===== config.mk =====
export PLATFORM = sky130hd
export DESIGN_NAME = yrr_merge
export DESIGN_NICKNAME = d
export VERILOG_FILES = /design/src/hdl/yrr_pkg.sv /design/src/hdl/yrr_merge.sv
export SDC_FILE = /design/constraint.sdc
export NUM_CORES = 1
export LEC_CHECK = 0
export ABC_AREA = 1
export BUFFER_PORTS_ARGS = -buffer_cell sky130_fd_sc_hd__buf_2
export CAP_MARGIN = 5
export CORE_MARGIN = 4
export CORE_UTILIZATION = 34
export DETAILED_ROUTE_END_ITERATION = 12
export GPL_TIMING_DRIVEN = 0
export HOLD_SLACK_MARGIN = 0.15
export PLACE_DENSITY = 0.78
export SLEW_MARGIN = 20
export SYNTH_ARGS = -nofsm -noshare
export SYNTH_HDL_FRONTEND = slang
export SYNTH_SLANG_ARGS = --single-unit

===== constraint.sdc =====
create_clock -name clk -period 0.8 [get_ports clk]
set_clock_uncertainty 0.05 [all_clocks]
set_input_delay 0.04 -clock clk [delete_from_list [all_inputs] [get_ports clk]]
set_output_delay 0.04 -clock clk [all_outputs]
set_load 0.01 [all_outputs]

===== src/hdl/yrr_pkg.sv =====
// ----------------------------------------------------------------------------
// yrr_pkg: shared types and constants of the YUV 4:2:0 round-trip block
// Holds the request structs, the lane control struct and the BT.601
// coefficient table in micro units, with its fixed-point rounding function.
// ----------------------------------------------------------------------------
package yrr_pkg;

    localparam int COEF_FRAC_BITS_DEF = 16;
    localparam int RGB_FRAC_BITS      = 8;
    localparam int LANES              = 4;
    localparam int LANE_STAGES        = 4;

    // Coefficients in millionths.
    localparam longint MICRO_Y_GAIN = 1164383;
    localparam longint MICRO_V_R    = 1596027;
    localparam longint MICRO_U_B    = 2017232;
    localparam longint MICRO_U_G    = 391762;
    localparam longint MICRO_V_G    = 812968;
    localparam longint MICRO_R_Y    = 256788;
    localparam longint MICRO_G_Y    = 504129;
    localparam longint MICRO_B_Y    = 97906;
    localparam longint MICRO_B_U    = 439216;
    localparam longint MICRO_G_U    = 290993;
    localparam longint MICRO_R_U    = 148223;
    localparam longint MICRO_R_V    = 439216;
    localparam longint MICRO_G_V    = 367788;
    localparam longint MICRO_B_V    = 71427;

    typedef struct packed {
        logic [7:0] luma_top_left;
        logic [7:0] luma_top_right;
        logic [7:0] luma_bottom_left;
        logic [7:0] luma_bottom_right;
        logic [7:0] chroma_blue_in;
        logic [7:0] chroma_red_in;
    } yrr_blk_t;

    typedef struct packed {
        logic [7:0] new_luma_top_left;
        logic [7:0] new_luma_top_right;
        logic [7:0] new_luma_bottom_left;
        logic [7:0] new_luma_bottom_right;
        logic [7:0] chroma_blue_out;
        logic [7:0] chroma_red_out;
    } yrr_res_t;

    // Load enables of the lane pipeline stages, first stage in bit 0.
    typedef struct packed {
        logic [LANE_STAGES-1:0] en;
    } yrr_ctl_t;

    // Round-trip YUV of one pixel.
    typedef struct packed {
        logic [7:0] y;
        logic [7:0] u;
        logic [7:0] v;
    } yrr_pix_t;

    // Rounds a coefficient to nearest, halves up, with frac fractional bits.
    function automatic longint coef(longint micro, int frac);
        return ((micro << frac) + 64'sd500000) / 64'sd1000000;
    endfunction

endpackage


===== src/hdl/yrr_merge.sv =====
// ----------------------------------------------------------------------------
// yrr_merge: output stage that gathers the four lanes into one result
// Luma comes from every lane; chroma comes from the top-left lane only.
// ----------------------------------------------------------------------------
module yrr_merge (
    input  logic              clk,
    input  logic              en,
    input  yrr_pkg::yrr_pix_t pix [yrr_pkg::LANES],
    output yrr_pkg::yrr_res_t res
);
    import yrr_pkg::*;

    yrr_res_t res_reg;
    yrr_res_t res_next;

    always_comb
    begin
        res_next.new_luma_top_left     = pix[0].y;
        res_next.new_luma_top_right    = pix[1].y;
        res_next.new_luma_bottom_left  = pix[2].y;
        res_next.new_luma_bottom_right = pix[3].y;
        res_next.chroma_blue_out       = pix[0].u;
        res_next.chroma_red_out        = pix[0].v;
    end

    always_ff @(posedge clk)
    begin
        if (en)
        begin
            res_reg <= res_next;
        end
    end

    assign res = res_reg;

endmodule


==> impl_metrics.py, run 1 <==
metrics = {
    "route": {
        "ant_nets": 0,
        "drcViolationCount": 0,
        "wl_per_cell_um": 14.3,
        "viasPerCell": 4.18,
        "vias": 1049,
        "drtIter0Drc": 46,
        "wl_mm": 3.58,
        "first_pass_iters": 3,
    },
    "sta": {
        "max_slew_margin": 0.611,
        "finalHoldViolations": 0,
        "tightest_slew_ns": 0.583,
        "period_share": 1.15,
        "max_freq_mhz": 1080,
        "fin_ws_ns": -0.122,
        "rsz0062_at_grt": "true",
        "drv_slew": 0,
        "setup_viol": 48,
        "fin_crit_ns": 0.922,
    },
    "layout": {
        "multi_input_area_um2": 0,
        "fin_nets": 298,
        "instances_no_fill": 251,
        "largest_reg_flops": 48,
        "layout_commonest_cell": "buf_2",
        "final_util": 0.629,
        "design_area_mm2": 0.00255,
        "drive_gt1_frac": 0.507,
        "n_fill_cell": 311,
        "diodes": 0,
        "num-multi-input-gates": 0,
        "syn2layout_area_growth_pct": 77.1,
        "mostFrequentLayoutCells": "96 x buf_2, 48 x dlygate4sd3_1, 48 x edfxtp_1",
    },
    "critical_path": {
        "worstPathMaxFanout": 1,
        "max_stage_delay_ns": 0.38,
        "path_cells": "buf_2",
        "cp_num_buf_inv": 1,
        "crit_required_ns": 0.71,
        "start_kind": "register",
        "crit_arrival_ns": 0.83,
        "worst_path_dominant_cell_family": "flip-flops",
        "crit_path_end_kind": "output port",
        "slowest_stage": "edfxtp_1",
        "crit_type": "register to output port",
    },
    "floorplanning": {
        "design.die.area_mm2": 0.00535,
        "fp-row-count": 23,
        "top_level_ports": 146,
        "core_mm2": 0.00406,
        "fp.dieW_um": 73.1,
        "start_util": 0.355,
        "die_y_um": 73.1,
    },
    "yosys": {
        "synth_cells": 48,
        "synth_area_mm2": 0.00144,
        "yosysSeqAreaShare": 1.00,
        "syn_avg_cell_area_um2": 30.0,
        "yosys_warnings": 0,
        "synth.distinct_cells": 1,
        "synth_fp_nets": 146,
        "yosys_register_bits": 48,
    },
    "grt": {
        "grt_max_degree": 49,
        "grt_pass1_wl_mm": 5.44,
        "grt_pass1_vias": 1158,
        "grtUsageTotal": 0.141,
        "overflow": 0,
        "antenna_found_initial": 0,
    },
    "cts": {
        "cts_tree": "yes",
        "root_buffer": "clkbuf_8",
        "cts_num_sinks": 48,
        "clockBufferDepth": 2,
        "cts_buffers": 5,
        "htree_num_levels": 2,
        "clk_pin_slew_ns": 0.08,
    },
    "power": {
        "p_leak_nw": 1.09,
        "power_density_mw_per_mm2": 1950,
        "irDropWorstVdd_mv": 1.37,
    },
    "place": {
        "port_buffers": 97,
        "dp_cells": 195,
        "dp_slack_ns": -0.493,
        "globalplace.congestion": 0.619,
        "postPlaceCellArea_mm2": 0.00199,
    },
    "run": {
        "cap_violations": 0,
    },
    "run_status": {
        "status": "complete, but fails checks",
        "violations": "setup timing",
    },
    "worst_hold_path": {
        "hold_class": "primary input to register",
    },
}
path summary, 6_finish.rpt:
| check | start | end | slack, ns | cells after the start |
|---|---|---|---|---|
| max | res[8] | res[8] | -0.12 | 1 |
| min | en | res[35] | 0.23 | 1 |
cells by family (layout without fill, tap and decap cells):
logic type / Yosys count / in the layout / synth area share
DFF: 48 / 48 / 1.00
buffers and inverters: 0 / 153 / 0
per-stage QoR:
| step | hold slack, ns | setup TNS, ns | power (W) |
|---|---|---|---|
| final | 0.233 | -4.24 | 0.00499 |
| after global routing | 0.242 | -6.48 | 0.00523 |
| after CTS | 0.235 | -5.01 | 0.00506 |
| after detailed placement | 0.168 | -23.58 | 0.00355 |
| after global placement | 0.166 | -22.14 | 0.00353 |
| after floorplan | 0.0889 | 0 | 0.00321 |
repair_timing:
| item | CTS | global route |
|---|---|---|
| buffers inserted | 0 | 0 |
| hold endpoints to repair | 48 | 0 |
| resized for setup | 1 | 0 |
| pin swaps | 0 | 0 |
| endpoints found under the setup margin | 96 | 48 |
| hold buffers | 48 | 0 |
synth_stat cells, drive strengths merged:
master	instances	share of area
edfxtp	48	1.0
layer usage:
| layer | global-route usage | share of wire | up-vias |
|---|---|---|---|
| li1 | - | - | 496 |
| met1 | 0.127 | 0.32 | 490 |
| met2 | 0.272 | 0.57 | 59 |
| met3 | 0.0620 | 0.10 | 4 |
| met4 | 0.0492 | 0.013 | 0 |
| met5 | 0 | 0 | - |
power breakdown:
part / switching, W / internal (W) / total (W)
combinational: 0.000283 / 0.000360 / 0.000643
clock: 0.000704 / 0.000609 / 0.00131
sequential: 0.0000449 / 0.00299 / 0.00303
total: 0.00103 / 0.00395 / 0.00499
layout make-up:
cell class | count | area, um2 | share of cell area
timing repair buffer | 145 | 968 | 0.379
tap | 50 | 62.6 | 0.0245
sequential | 48 | 1440 | 0.565
clock buffer | 7 | 76.3 | 0.0299
clock inverter | 1 | 3.75 | 0.00147
Note: power is estimated with default switching activity, not from simulation.
==> run 2, diff against run 1 <==
SETUP_SLACK_MARGIN = 0.5   (was default)
==> run 2 against run 1 <==
Net effect: the run ends with hold timing, setup timing left; clock power about the same; fmax increased by 0.37%; total power decreased by 3.5%; largest cell class unchanged; sequential power about the same; cell count decreased by 19%; wire length decreased by 17%; hold slack got worse by 0.36 ns; clock-buffer cell count unchanged; largest power group unchanged; utilization decreased by 11 points; highest routed layer unchanged.
==> impl_metrics.py, run 2 (same netlist as run 1, synthesis figures left out) <==
metrics = {
    "critical_path": {
        "cp_num_buf_inv": 1,
        "crit_required_ns": 0.71,
        "worst_path_dominant_cell_family": "flip-flops",
        "crit_arrival_ns": 0.83,
        "cp.depth": 1,
        "max_stage_delay_ns": 0.38,
        "path_cells": "buf_2",
        "start_kind": "register",
        "worstPathMaxFanout": 1,
        "slowest_stage": "edfxtp_1",
        "crit_path_end_kind": "output port",
        "crit_type": "register to output port",
    },
    "route": {
        "wl_per_cell_um": 14.5,
        "viasPerCell": 4.21,
        "drtIter0Drc": 48,
        "wl_mm": 2.97,
        "first_pass_iters": 3,
        "drcViolationCount": 0,
        "vias": 858,
        "ant_nets": 0,
    },
    "place": {
        "port_buffers": 97,
        "globalplace.congestion": 0.619,
        "dp_cells": 195,
    },
    "cts": {
        "postCtsSetupBuffers": 0,
        "clk_pin_slew_ns": 0.08,
        "cts_buffers": 5,
        "clockBufferDepth": 2,
        "cts_tree": "yes",
        "cts_num_sinks": 48,
        "htree_num_levels": 2,
        "root_buffer": "clkbuf_8",
    },
    "sta": {
        "period_share": 1.15,
        "tightest_slew_ns": 0.131,
        "max_slew_margin": 0.913,
        "fin_ws_ns": -0.118,
        "fin_crit_ns": 0.918,
        "finalSetupTns_ns": -4.04,
        "whs_ns": -0.131,
        "rsz0062_at_grt": "true",
        "max_freq_mhz": 1090,
        "setup_viol": 48,
        "drv_slew": 0,
        "finalHoldViolations": 83,
    },
    "power": {
        "irDropWorstVdd_mv": 1.34,
        "p_leak_nw": 0.913,
        "power_density_mw_per_mm2": 2270,
    },
    "worst_hold_path": {
        "hold_depth": 1,
        "whs_endpoint": "res[14]",
        "hold_class": "primary input to register",
        "worstHoldStart": "pix[86]",
    },
    "layout": {
        "mostFrequentLayoutCells": "96 x buf_2, 48 x edfxtp_1, 5 x clkbuf_8",
        "num-multi-input-gates": 0,
        "diodes": 0,
        "layout_commonest_cell": "buf_2",
        "drive_gt1_frac": 0.669,
        "fin_nets": 251,
        "largest_reg_flops": 48,
        "multi_input_area_um2": 0,
        "syn2layout_area_growth_pct": 47.0,
        "instances_no_fill": 204,
    },
    "grt": {
        "antenna_found_initial": 0,
        "overflow": 0,
        "grt_pass1_vias": 962,
        "grtUsageTotal": 0.116,
        "grt_max_degree": 25,
        "grt_pass1_wl_mm": 4.40,
    },
    "floorplanning": {
        "start_util": 0.355,
        "fp.dieW_um": 73.1,
        "core_mm2": 0.00406,
        "design.die.area_mm2": 0.00535,
        "top_level_ports": 146,
        "die_y_um": 73.1,
        "fp-row-count": 23,
    },
    "run": {
        "cap_violations": 0,
    },
    "run_status": {
        "status": "complete, but fails checks",
        "violations": "hold timing, setup timing",
    },
}
## run 2: cell count changes in the layout (fill, tap and decap cells not counted)
cell / delta
dlygate4sd3_1: -48
buf_16: +2
buf_4: -1
## run 2: worst max-delay path by stage
stage          slack [ns]  startpoint  endpoint
5_1_grt             -0.16     res[13]   res[13]
4_1_cts             -0.13      res[5]    res[5]
3_3_place_gp        -0.46          en   res[19]
2_1_floorplan        0.32      res[0]    res[0]
3_5_place_dp        -0.49          en   res[19]
6_report            -0.12      res[5]    res[5]
## run 2: cell type report
cell class / count / area (um2)
fill: 358 / 1940
sequential: 48 / 1440
timing repair buffer: 98 / 536
clock buffer: 7 / 76.3
tap: 50 / 62.6
clock inverter: 1 / 3.75
## run 2: metrics by stage
step / utilization / power, W / setup slack [ns] / hold WS [ns] / cell area (um2)
after floorplan: - / 0.00321 / 0.316 / 0.0889 / 1440
after detailed placement: 0.490 / 0.00355 / -0.493 / 0.168 / 1990
final: 0.522 / 0.00481 / -0.118 / -0.131 / 2120
after CTS: 0.522 / 0.00490 / -0.130 / -0.144 / 2120
after global placement: 0.490 / 0.00353 / -0.463 / 0.166 / 1990
after global routing: 0.522 / 0.00506 / -0.164 / -0.156 / 2120
## run 2: where the power goes
part           switching, W  internal, W
combinational      0.000245     0.000233
sequential        0.0000419      0.00298
clock              0.000702     0.000609
total              0.000989      0.00382
## run 2: layer usage
layer,track usage,share of wire,vias up
met3,0.0771,0.16,2
met5,0,0,-
met1,0.100,0.29,391
met2,0.207,0.55,61
li1,-,-,404
met4,0.0430,0.0074,0
## run 2: what timing repair did
item	CTS	global route
endpoints found under the setup margin	96	48
pin swaps	0	0
gates resized for setup	6	0
endpoints found under the hold margin	96	96
gates cloned	1	0
