**src/hdl/yrr_pkg.sv**
```systemverilog
// ----------------------------------------------------------------------------
// yrr_pkg: shared types and constants of the YUV 4:2:0 round-trip block
// Holds the request structs, the lane control struct and the BT.601
// coefficient table in micro units, with its fixed-point rounding function.
// ----------------------------------------------------------------------------
package yrr_pkg;

    localparam int COEF_FRAC_BITS_DEF = 16;
    localparam int RGB_FRAC_BITS      = 8;
    localparam int LANES              = 4;
    localparam int LANE_STAGES        = 4;

    // Coefficients in millionths.
    localparam longint MICRO_Y_GAIN = 1164383;
    localparam longint MICRO_V_R    = 1596027;
    localparam longint MICRO_U_B    = 2017232;
    localparam longint MICRO_U_G    = 391762;
    localparam longint MICRO_V_G    = 812968;
    localparam longint MICRO_R_Y    = 256788;
    localparam longint MICRO_G_Y    = 504129;
    localparam longint MICRO_B_Y    = 97906;
    localparam longint MICRO_B_U    = 439216;
    localparam longint MICRO_G_U    = 290993;
    localparam longint MICRO_R_U    = 148223;
    localparam longint MICRO_R_V    = 439216;
    localparam longint MICRO_G_V    = 367788;
    localparam longint MICRO_B_V    = 71427;

    typedef struct packed {
        logic [7:0] luma_top_left;
        logic [7:0] luma_top_right;
        logic [7:0] luma_bottom_left;
        logic [7:0] luma_bottom_right;
        logic [7:0] chroma_blue_in;
        logic [7:0] chroma_red_in;
    } yrr_blk_t;

    typedef struct packed {
        logic [7:0] new_luma_top_left;
        logic [7:0] new_luma_top_right;
        logic [7:0] new_luma_bottom_left;
        logic [7:0] new_luma_bottom_right;
        logic [7:0] chroma_blue_out;
        logic [7:0] chroma_red_out;
    } yrr_res_t;

    // Load enables of the lane pipeline stages, first stage in bit 0.
    typedef struct packed {
        logic [LANE_STAGES-1:0] en;
    } yrr_ctl_t;

    // Round-trip YUV of one pixel.
    typedef struct packed {
        logic [7:0] y;
        logic [7:0] u;
        logic [7:0] v;
    } yrr_pix_t;

    // Rounds a coefficient to nearest, halves up, with frac fractional bits.
    function automatic longint coef(longint micro, int frac);
        return ((micro << frac) + 64'sd500000) / 64'sd1000000;
    endfunction

endpackage

```
**src/hdl/yrr_lane.sv**
```systemverilog
// ----------------------------------------------------------------------------
// yrr_lane: one pixel lane of the YUV to RGB to YUV round trip
// Four stages: forward products, RGB sum and clamp, back products, and the
// back sums with the conversion to bytes.
// ----------------------------------------------------------------------------
module yrr_lane #(
    parameter int COEF_FRAC_BITS = yrr_pkg::COEF_FRAC_BITS_DEF
) (
    input  logic               clk,
    input  yrr_pkg::yrr_ctl_t  ctl,
    input  logic [7:0]         luma,
    input  logic [7:0]         chroma_blue,
    input  logic [7:0]         chroma_red,
    output yrr_pkg::yrr_pix_t  pix
);
    import yrr_pkg::*;

    localparam int F      = COEF_FRAC_BITS;
    localparam int KW     = F + 3;
    localparam int PW     = F + 13;
    localparam int SW     = F + 11;
    localparam int DROP   = F - RGB_FRAC_BITS;
    localparam int QW     = SW - DROP;
    localparam int MW     = F + 16;
    localparam int BW     = F + 18;
    localparam int BSHIFT = F + RGB_FRAC_BITS;
    localparam int TW     = BW - BSHIFT;

    localparam logic signed [KW-1:0] K_Y  = KW'(coef(MICRO_Y_GAIN, F));
    localparam logic signed [KW-1:0] K_VR = KW'(coef(MICRO_V_R, F));
    localparam logic signed [KW-1:0] K_UB = KW'(coef(MICRO_U_B, F));
    localparam logic signed [KW-1:0] K_UG = KW'(coef(MICRO_U_G, F));
    localparam logic signed [KW-1:0] K_VG = KW'(coef(MICRO_V_G, F));

    localparam logic [F-1:0] K_RY = F'(coef(MICRO_R_Y, F));
    localparam logic [F-1:0] K_GY = F'(coef(MICRO_G_Y, F));
    localparam logic [F-1:0] K_BY = F'(coef(MICRO_B_Y, F));
    localparam logic [F-1:0] K_RU = F'(coef(MICRO_R_U, F));
    localparam logic [F-1:0] K_GU = F'(coef(MICRO_G_U, F));
    localparam logic [F-1:0] K_BU = F'(coef(MICRO_B_U, F));
    localparam logic [F-1:0] K_RV = F'(coef(MICRO_R_V, F));
    localparam logic [F-1:0] K_GV = F'(coef(MICRO_G_V, F));
    localparam logic [F-1:0] K_BV = F'(coef(MICRO_B_V, F));

    localparam logic [15:0] RGB_MAX = 16'(255 << RGB_FRAC_BITS);
    localparam logic signed [BW-1:0] OFF_Y  = BW'(longint'(16) << BSHIFT);
    localparam logic signed [BW-1:0] OFF_UV = BW'(longint'(128) << BSHIFT);

    function automatic logic [15:0] clamp_rgb(logic signed [SW-1:0] acc);
        logic [QW-1:0] q;
        q = acc[SW-1:DROP];
        if (acc[SW-1])
            return 16'd0;
        else if (q > QW'(RGB_MAX))
            return RGB_MAX;
        else
            return q[15:0];
    endfunction

    function automatic logic [7:0] to_byte(logic signed [BW-1:0] acc);
        logic [TW-1:0] q;
        q = acc[BW-1:BSHIFT];
        if (acc[BW-1])
            return 8'd0;
        else if (q > TW'(255))
            return 8'd255;
        else
            return q[7:0];
    endfunction

    // Stage 1: offsets removed, forward products.
    logic signed [9:0]    y_d;
    logic signed [8:0]    u_d;
    logic signed [8:0]    v_d;
    logic signed [PW-1:0] m_ys, m_vr, m_ub, m_ug, m_vg;

    assign y_d  = $signed({2'b00, luma}) - 10'sd16;
    assign u_d  = $signed({1'b0, chroma_blue}) - 9'sd128;
    assign v_d  = $signed({1'b0, chroma_red}) - 9'sd128;
    assign m_ys = y_d * K_Y;
    assign m_vr = v_d * K_VR;
    assign m_ub = u_d * K_UB;
    assign m_ug = u_d * K_UG;
    assign m_vg = v_d * K_VG;

    logic signed [SW-1:0] s1_ys_reg, s1_vr_reg, s1_ub_reg, s1_ug_reg, s1_vg_reg;

    always_ff @(posedge clk)
    begin
        if (ctl.en[0])
        begin
            s1_ys_reg <= $signed(m_ys[SW-1:0]);
            s1_vr_reg <= $signed(m_vr[SW-1:0]);
            s1_ub_reg <= $signed(m_ub[SW-1:0]);
            s1_ug_reg <= $signed(m_ug[SW-1:0]);
            s1_vg_reg <= $signed(m_vg[SW-1:0]);
        end
    end

    // Stage 2: RGB sums, floored to 8 fractional bits and clamped.
    logic signed [SW-1:0] acc_r, acc_g, acc_b;
    logic [15:0]          s2_r_reg, s2_g_reg, s2_b_reg;

    assign acc_r = s1_ys_reg + s1_vr_reg;
    assign acc_g = s1_ys_reg - s1_ug_reg - s1_vg_reg;
    assign acc_b = s1_ys_reg + s1_ub_reg;

    always_ff @(posedge clk)
    begin
        if (ctl.en[1])
        begin
            s2_r_reg <= clamp_rgb(acc_r);
            s2_g_reg <= clamp_rgb(acc_g);
            s2_b_reg <= clamp_rgb(acc_b);
        end
    end

    // Stage 3: back-conversion products, all unsigned.
    logic [MW-1:0] s3_yr_reg, s3_yg_reg, s3_yb_reg;
    logic [MW-1:0] s3_ur_reg, s3_ug_reg, s3_ub_reg;
    logic [MW-1:0] s3_vr_reg, s3_vg_reg, s3_vb_reg;

    always_ff @(posedge clk)
    begin
        if (ctl.en[2])
        begin
            s3_yr_reg <= MW'(K_RY) * MW'(s2_r_reg);
            s3_yg_reg <= MW'(K_GY) * MW'(s2_g_reg);
            s3_yb_reg <= MW'(K_BY) * MW'(s2_b_reg);
            s3_ur_reg <= MW'(K_RU) * MW'(s2_r_reg);
            s3_ug_reg <= MW'(K_GU) * MW'(s2_g_reg);
            s3_ub_reg <= MW'(K_BU) * MW'(s2_b_reg);
            s3_vr_reg <= MW'(K_RV) * MW'(s2_r_reg);
            s3_vg_reg <= MW'(K_GV) * MW'(s2_g_reg);
            s3_vb_reg <= MW'(K_BV) * MW'(s2_b_reg);
        end
    end

    // Stage 4: offsets added, floored to integers and limited to a byte.
    logic signed [BW-1:0] acc_y, acc_u, acc_v;
    yrr_pix_t             pix_reg;

    assign acc_y = OFF_Y + $signed({2'b00, s3_yr_reg}) + $signed({2'b00, s3_yg_reg})
                 + $signed({2'b00, s3_yb_reg});
    assign acc_u = OFF_UV - $signed({2'b00, s3_ur_reg}) - $signed({2'b00, s3_ug_reg})
                 + $signed({2'b00, s3_ub_reg});
    assign acc_v = OFF_UV + $signed({2'b00, s3_vr_reg}) - $signed({2'b00, s3_vg_reg})
                 - $signed({2'b00, s3_vb_reg});

    always_ff @(posedge clk)
    begin
        if (ctl.en[3])
        begin
            pix_reg.y <= to_byte(acc_y);
            pix_reg.u <= to_byte(acc_u);
            pix_reg.v <= to_byte(acc_v);
        end
    end

    assign pix = pix_reg;

endmodule

```
**config.mk**
```make
export PLATFORM = sky130hd
export DESIGN_NAME = yrr_lane
export DESIGN_NICKNAME = d
export VERILOG_FILES = /design/src/hdl/yrr_pkg.sv /design/src/hdl/yrr_lane.sv
export SDC_FILE = /design/constraint.sdc
export NUM_CORES = 2
export LEC_CHECK = 0
export ABC_AREA = 0
export ABC_CLOCK_PERIOD_IN_PS = 15100
export BUFFER_PORTS_ARGS = -buffer_cell sky130_fd_sc_hd__buf_2
export CAP_MARGIN = 0
export CORE_MARGIN = 3
export CORE_UTILIZATION = 60
export CTS_CLUSTER_SIZE = 20
export DETAILED_ROUTE_END_ITERATION = 6
export GPL_TIMING_DRIVEN = 0
export MAX_ROUTING_LAYER = met4
export PLACE_DENSITY = 0.8
export SETUP_SLACK_MARGIN = 0.3
export SLEW_MARGIN = 30
export SYNTH_ARGS = -nofsm -noshare
export SYNTH_HDL_FRONTEND = slang
export SYNTH_SLANG_ARGS = --single-unit
```
**constraint.sdc**
```tcl
create_clock -name clk -period 15.1 [get_ports clk]
set_input_delay 1.51 -clock clk [delete_from_list [all_inputs] [get_ports clk]]
set_output_delay 1.51 -clock clk [all_outputs]
set_load 0.05 [all_outputs]
```
==> impl_summary.md <==
Flow run
Max-cap violations in this run came to 0.

Global route
The number of antenna violations at the first check in global routing is 5. The largest net degree at the start of global routing is 93. The first global-routing pass estimated 245 mm of wire. The total routing resource utilization after global routing is between 30 and 40%. The sum of overflow across all layers after global routing is 0. The via count of the first global-routing pass is roughly 44000.

Floorplanning
In this run the core area contains around 120 standard-cell rows. In this run the horizontal extent of the chip is about 330 um. The die covers 108000 um^2. Once the floorplan was initialized, standard cells occupied 60.8% of the core. The die boundary height is 328 um. The floorplan step defined a core boundary enclosing ~100000 um^2. For this design the top-level I/O count stands at 53.

Worst setup path
The maximum fanout count along the critical path is 10. The signal on the critical path passes through inv_1, fa_1, inv_1, fa_1, inv_1, fa_1, fa_1, inv_1, fa_1, inv_1, fa_1, inv_1, ha_1, a21o_1, a21o_1, a21oi_1, nand2_1, nor4_1, nor4b_1, o41ai_1, a21boi_0. On the worst path, the slowest cell contributes a delay of roughly 0.88 ns.

The kind of cell adding the most delay to the critical path is adder cells. The slowest stage cell on the critical path is sky130_fd_sc_hd__edfxtp_1. The number of buffers and inverters on the critical path is 6.

The critical path is of the reg2reg type. The required arrival time at the worst endpoint is ~15 ns. The arrival time reported for the critical path endpoint is between 8 and 9 ns. The worst setup path is captured at a flip-flop.

The worst setup path is launched from a flip-flop.

Clocking
The clock net in this run drives a total of roughly 450 sinks. The number of setup buffers added after CTS is 0. The number of buffers created by CTS is 54. The buffer levels on the longest clock path is 3. The clock-pin transition on the worst setup and hold timing paths is roughly 0.06 ns. The latest clock arrival within the worst-skew pair is between 0.6 and 0.7 ns. The H-tree was split into 2 levels. The number of gates resized after cts is 0. The cell sitting at the root of the clock tree is a sky130_fd_sc_hd__clkbuf_16.

The cts-stage hold buffer count is 0. TritonCTS built the clock tree.

Logic synthesis
The number of nets in the synthesized netlist is 7949. Averaged over all synthesized cells, the footprint is between 10 and 15 um^2. In the synthesized netlist the async set-or-reset flop fraction comes to 0%. Counting flops and latches in the post-synthesis netlist gives 452. The synthesized instance count is 5871. For this run, the number of Yosys warnings is 0.

After synthesis, the cell types taking the most area are sky130_fd_sc_hd__ha_1, sky130_fd_sc_hd__edfxtp_1, sky130_fd_sc_hd__fa_1. The number of distinct library cells after synthesis is 90. The mapped netlist covers a little over 60000 um^2. For this run, the register share of the synthesized area comes to 21.8%.

The number of flops mapped to enable cells by yosys is 452. The most used flip-flop cell after synthesis is sky130_fd_sc_hd__edfxtp_1. The largest total area in the synthesized netlist belongs to sky130_fd_sc_hd__ha_1. Of the post-synthesis cell area, the dominant cell type holds about 28%.

Place
The placed instances occupy a cell area of around 64000 um^2. The number of I/O port buffers is between 50 and 60. The final RePlAce weighted congestion is between 0.9 and 1. Counting tap cells, the placed design contains a total of around 7300 instances. Detailed placement ended at an HPWL of ~130 mm.

Finish
Leaving out fill and tap cells, the most frequent cells in the layout are sky130_fd_sc_hd__ha_1, sky130_fd_sc_hd__inv_1, sky130_fd_sc_hd__fa_1, sky130_fd_sc_hd__edfxtp_1, sky130_fd_sc_hd__a21oi_1. The register with the most flip-flops in the layout has 32 of them. Excluding fillers, the count of instances in the completed layout stands at about 7400. From synthesis to final layout, the design area changed by 6.50%. In the final layout, the share of cells above drive strength 1 is under 10%. The combined area of the multi-input logic cells is approximately 44000 um^2.

The post-route cell area is around 66000 um^2. The library cell used most frequently in the layout, excluding fill and tap cells, is sky130_fd_sc_hd__ha_1. After filler insertion, the fill cell instance count of the layout stands at 8154. The post-layout utilization of the core is 64.8%.

The area occupied by registers is between 10000 and 15000 um^2. The final layout net count is around 8100.

Detailed routing
For this run, the detailed router's first-pass iteration total came to 5. In this run, the number of DRC markers left after iteration 0 of detailed routing was between 2000 and 3000. The final route contains 42300 vias.

The via density per instance is between 5 and 6. The remaining antenna violation count after routing is 0. After detailed routing, the number of remaining DRC violations is 0. The final routed wirelength across all metal layers is around 150 mm. The routed length per instance is 20.9 um.

Timing
In this run the tightest slew margin relative to its limit is between 30% and 40%. The total setup violations reported at the end of the flow is 0. The number of hold violations in the final report was 0. The max-slew violation count is 0. The actual transition at the worst max-transition pin is about 1.0 ns.

The clock arrives with roughly 0.025 ns of skew. Setup total negative slack on the finished layout was measured at 0 ns. The post-route fraction of the period consumed by the critical path is 52.1%. The top achievable clock speed is roughly 0.13 GHz. The worst path needs between 7 and 8 ns of the cycle, external delays included. Setup repair after global routing left no endpoint under its margin.

Hold path
The path type of the worst min-delay path is reg2reg.

Outcome
The flow ran to the end, and the final reports show no timing, DRC or antenna violations.
worst paths after layout:
| path | from | endpoint | slack, ns | depth (start not counted) |
|---|---|---|---|---|
| setup / recovery | s2_g_reg[5]$_SDFFCE_PP0P_ | s3_vg_reg[27]$_DFFE_PP_ | 7.23 | 21 |
| hold reg to reg | s3_vr_reg[30]$_DFFE_PP_ | pix[7]$_SDFFCE_PN0P_ | 0.76 | 3 |
| setup reg to reg | s2_g_reg[5]$_SDFFCE_PP0P_ | s3_vg_reg[27]$_DFFE_PP_ | 7.23 | 21 |
| hold / removal | s3_vr_reg[30]$_DFFE_PP_ | pix[7]$_SDFFCE_PN0P_ | 0.76 | 3 |
tightest hold or removal path, cell delays in order, from the launching register on:
cell and delay [ns]:
sky130_fd_sc_hd__edfxtp_1 0.32, sky130_fd_sc_hd__inv_1 0.04, sky130_fd_sc_hd__ha_1 0.20, sky130_fd_sc_hd__nor2_1 0.09
logic make-up after synthesis:
group,synth area share (%)
compound gates,9.89
buf+inv,7.58
fa+ha+maj,48.9
simple gates,6.49
xor+xnor,5.10
flops,21.8
mux,0.213
area by class of cell:
cell class / instances / share of cell area (%)
Timing Repair Buffer: 61 / 0.665
Multi-Input combinational cell: 4161 / 66.4
Sequential cell: 452 / 20.5
Tap cell: 1368 / 2.58
Buffer: 11 / 0.0679
Clock inverter: 41 / 0.707
Clock buffer: 59 / 2.06
Inverter: 1247 / 7.05
Antenna cell: 5 / 0.0189
stage by stage:
stage	setup WS (ns)	hold WS [ns]
final	7.23	0.756
after global routing	6.83	0.816
after CTS	7.26	0.768
after detailed placement	7.27	0.766
after global placement	6.91	0.760
after floorplan	8.26	0.565
Yosys cell counts, types with 29 or more instances:
cell / instances
sky130_fd_sc_hd__ha_1: 1402
sky130_fd_sc_hd__edfxtp_1: 452
sky130_fd_sc_hd__a31oi_1: 41
sky130_fd_sc_hd__and3_1: 30
sky130_fd_sc_hd__nand3_1: 78
sky130_fd_sc_hd__nor3_1: 108
sky130_fd_sc_hd__o211ai_1: 29
sky130_fd_sc_hd__a21oi_1: 288
sky130_fd_sc_hd__fa_1: 647
sky130_fd_sc_hd__nor2b_1: 42
sky130_fd_sc_hd__a21o_1: 109
sky130_fd_sc_hd__inv_1: 1246
sky130_fd_sc_hd__a211oi_1: 37
sky130_fd_sc_hd__nand2b_1: 44
sky130_fd_sc_hd__xnor2_1: 248
sky130_fd_sc_hd__xor2_1: 115
sky130_fd_sc_hd__nor2_1: 215
sky130_fd_sc_hd__o21a_1: 53
sky130_fd_sc_hd__nand2_1: 149
sky130_fd_sc_hd__o21ai_0: 135
sky130_fd_sc_hd__o21bai_1: 43
layer usage:
metal / vias up / part of all wire (%) / global-route usage, %
li1: 20300 / - / -
met1: 20700 / 42 / 38.5
met2: 1006 / 47 / 49.5
met3: 269 / 5.1 / 3.89
met4: 0 / 5.5 / 13.6
met5: - / 0 / -
Power is not shown: default switching activity piles up to over one toggle a cycle in this logic, so the estimate is an artifact.
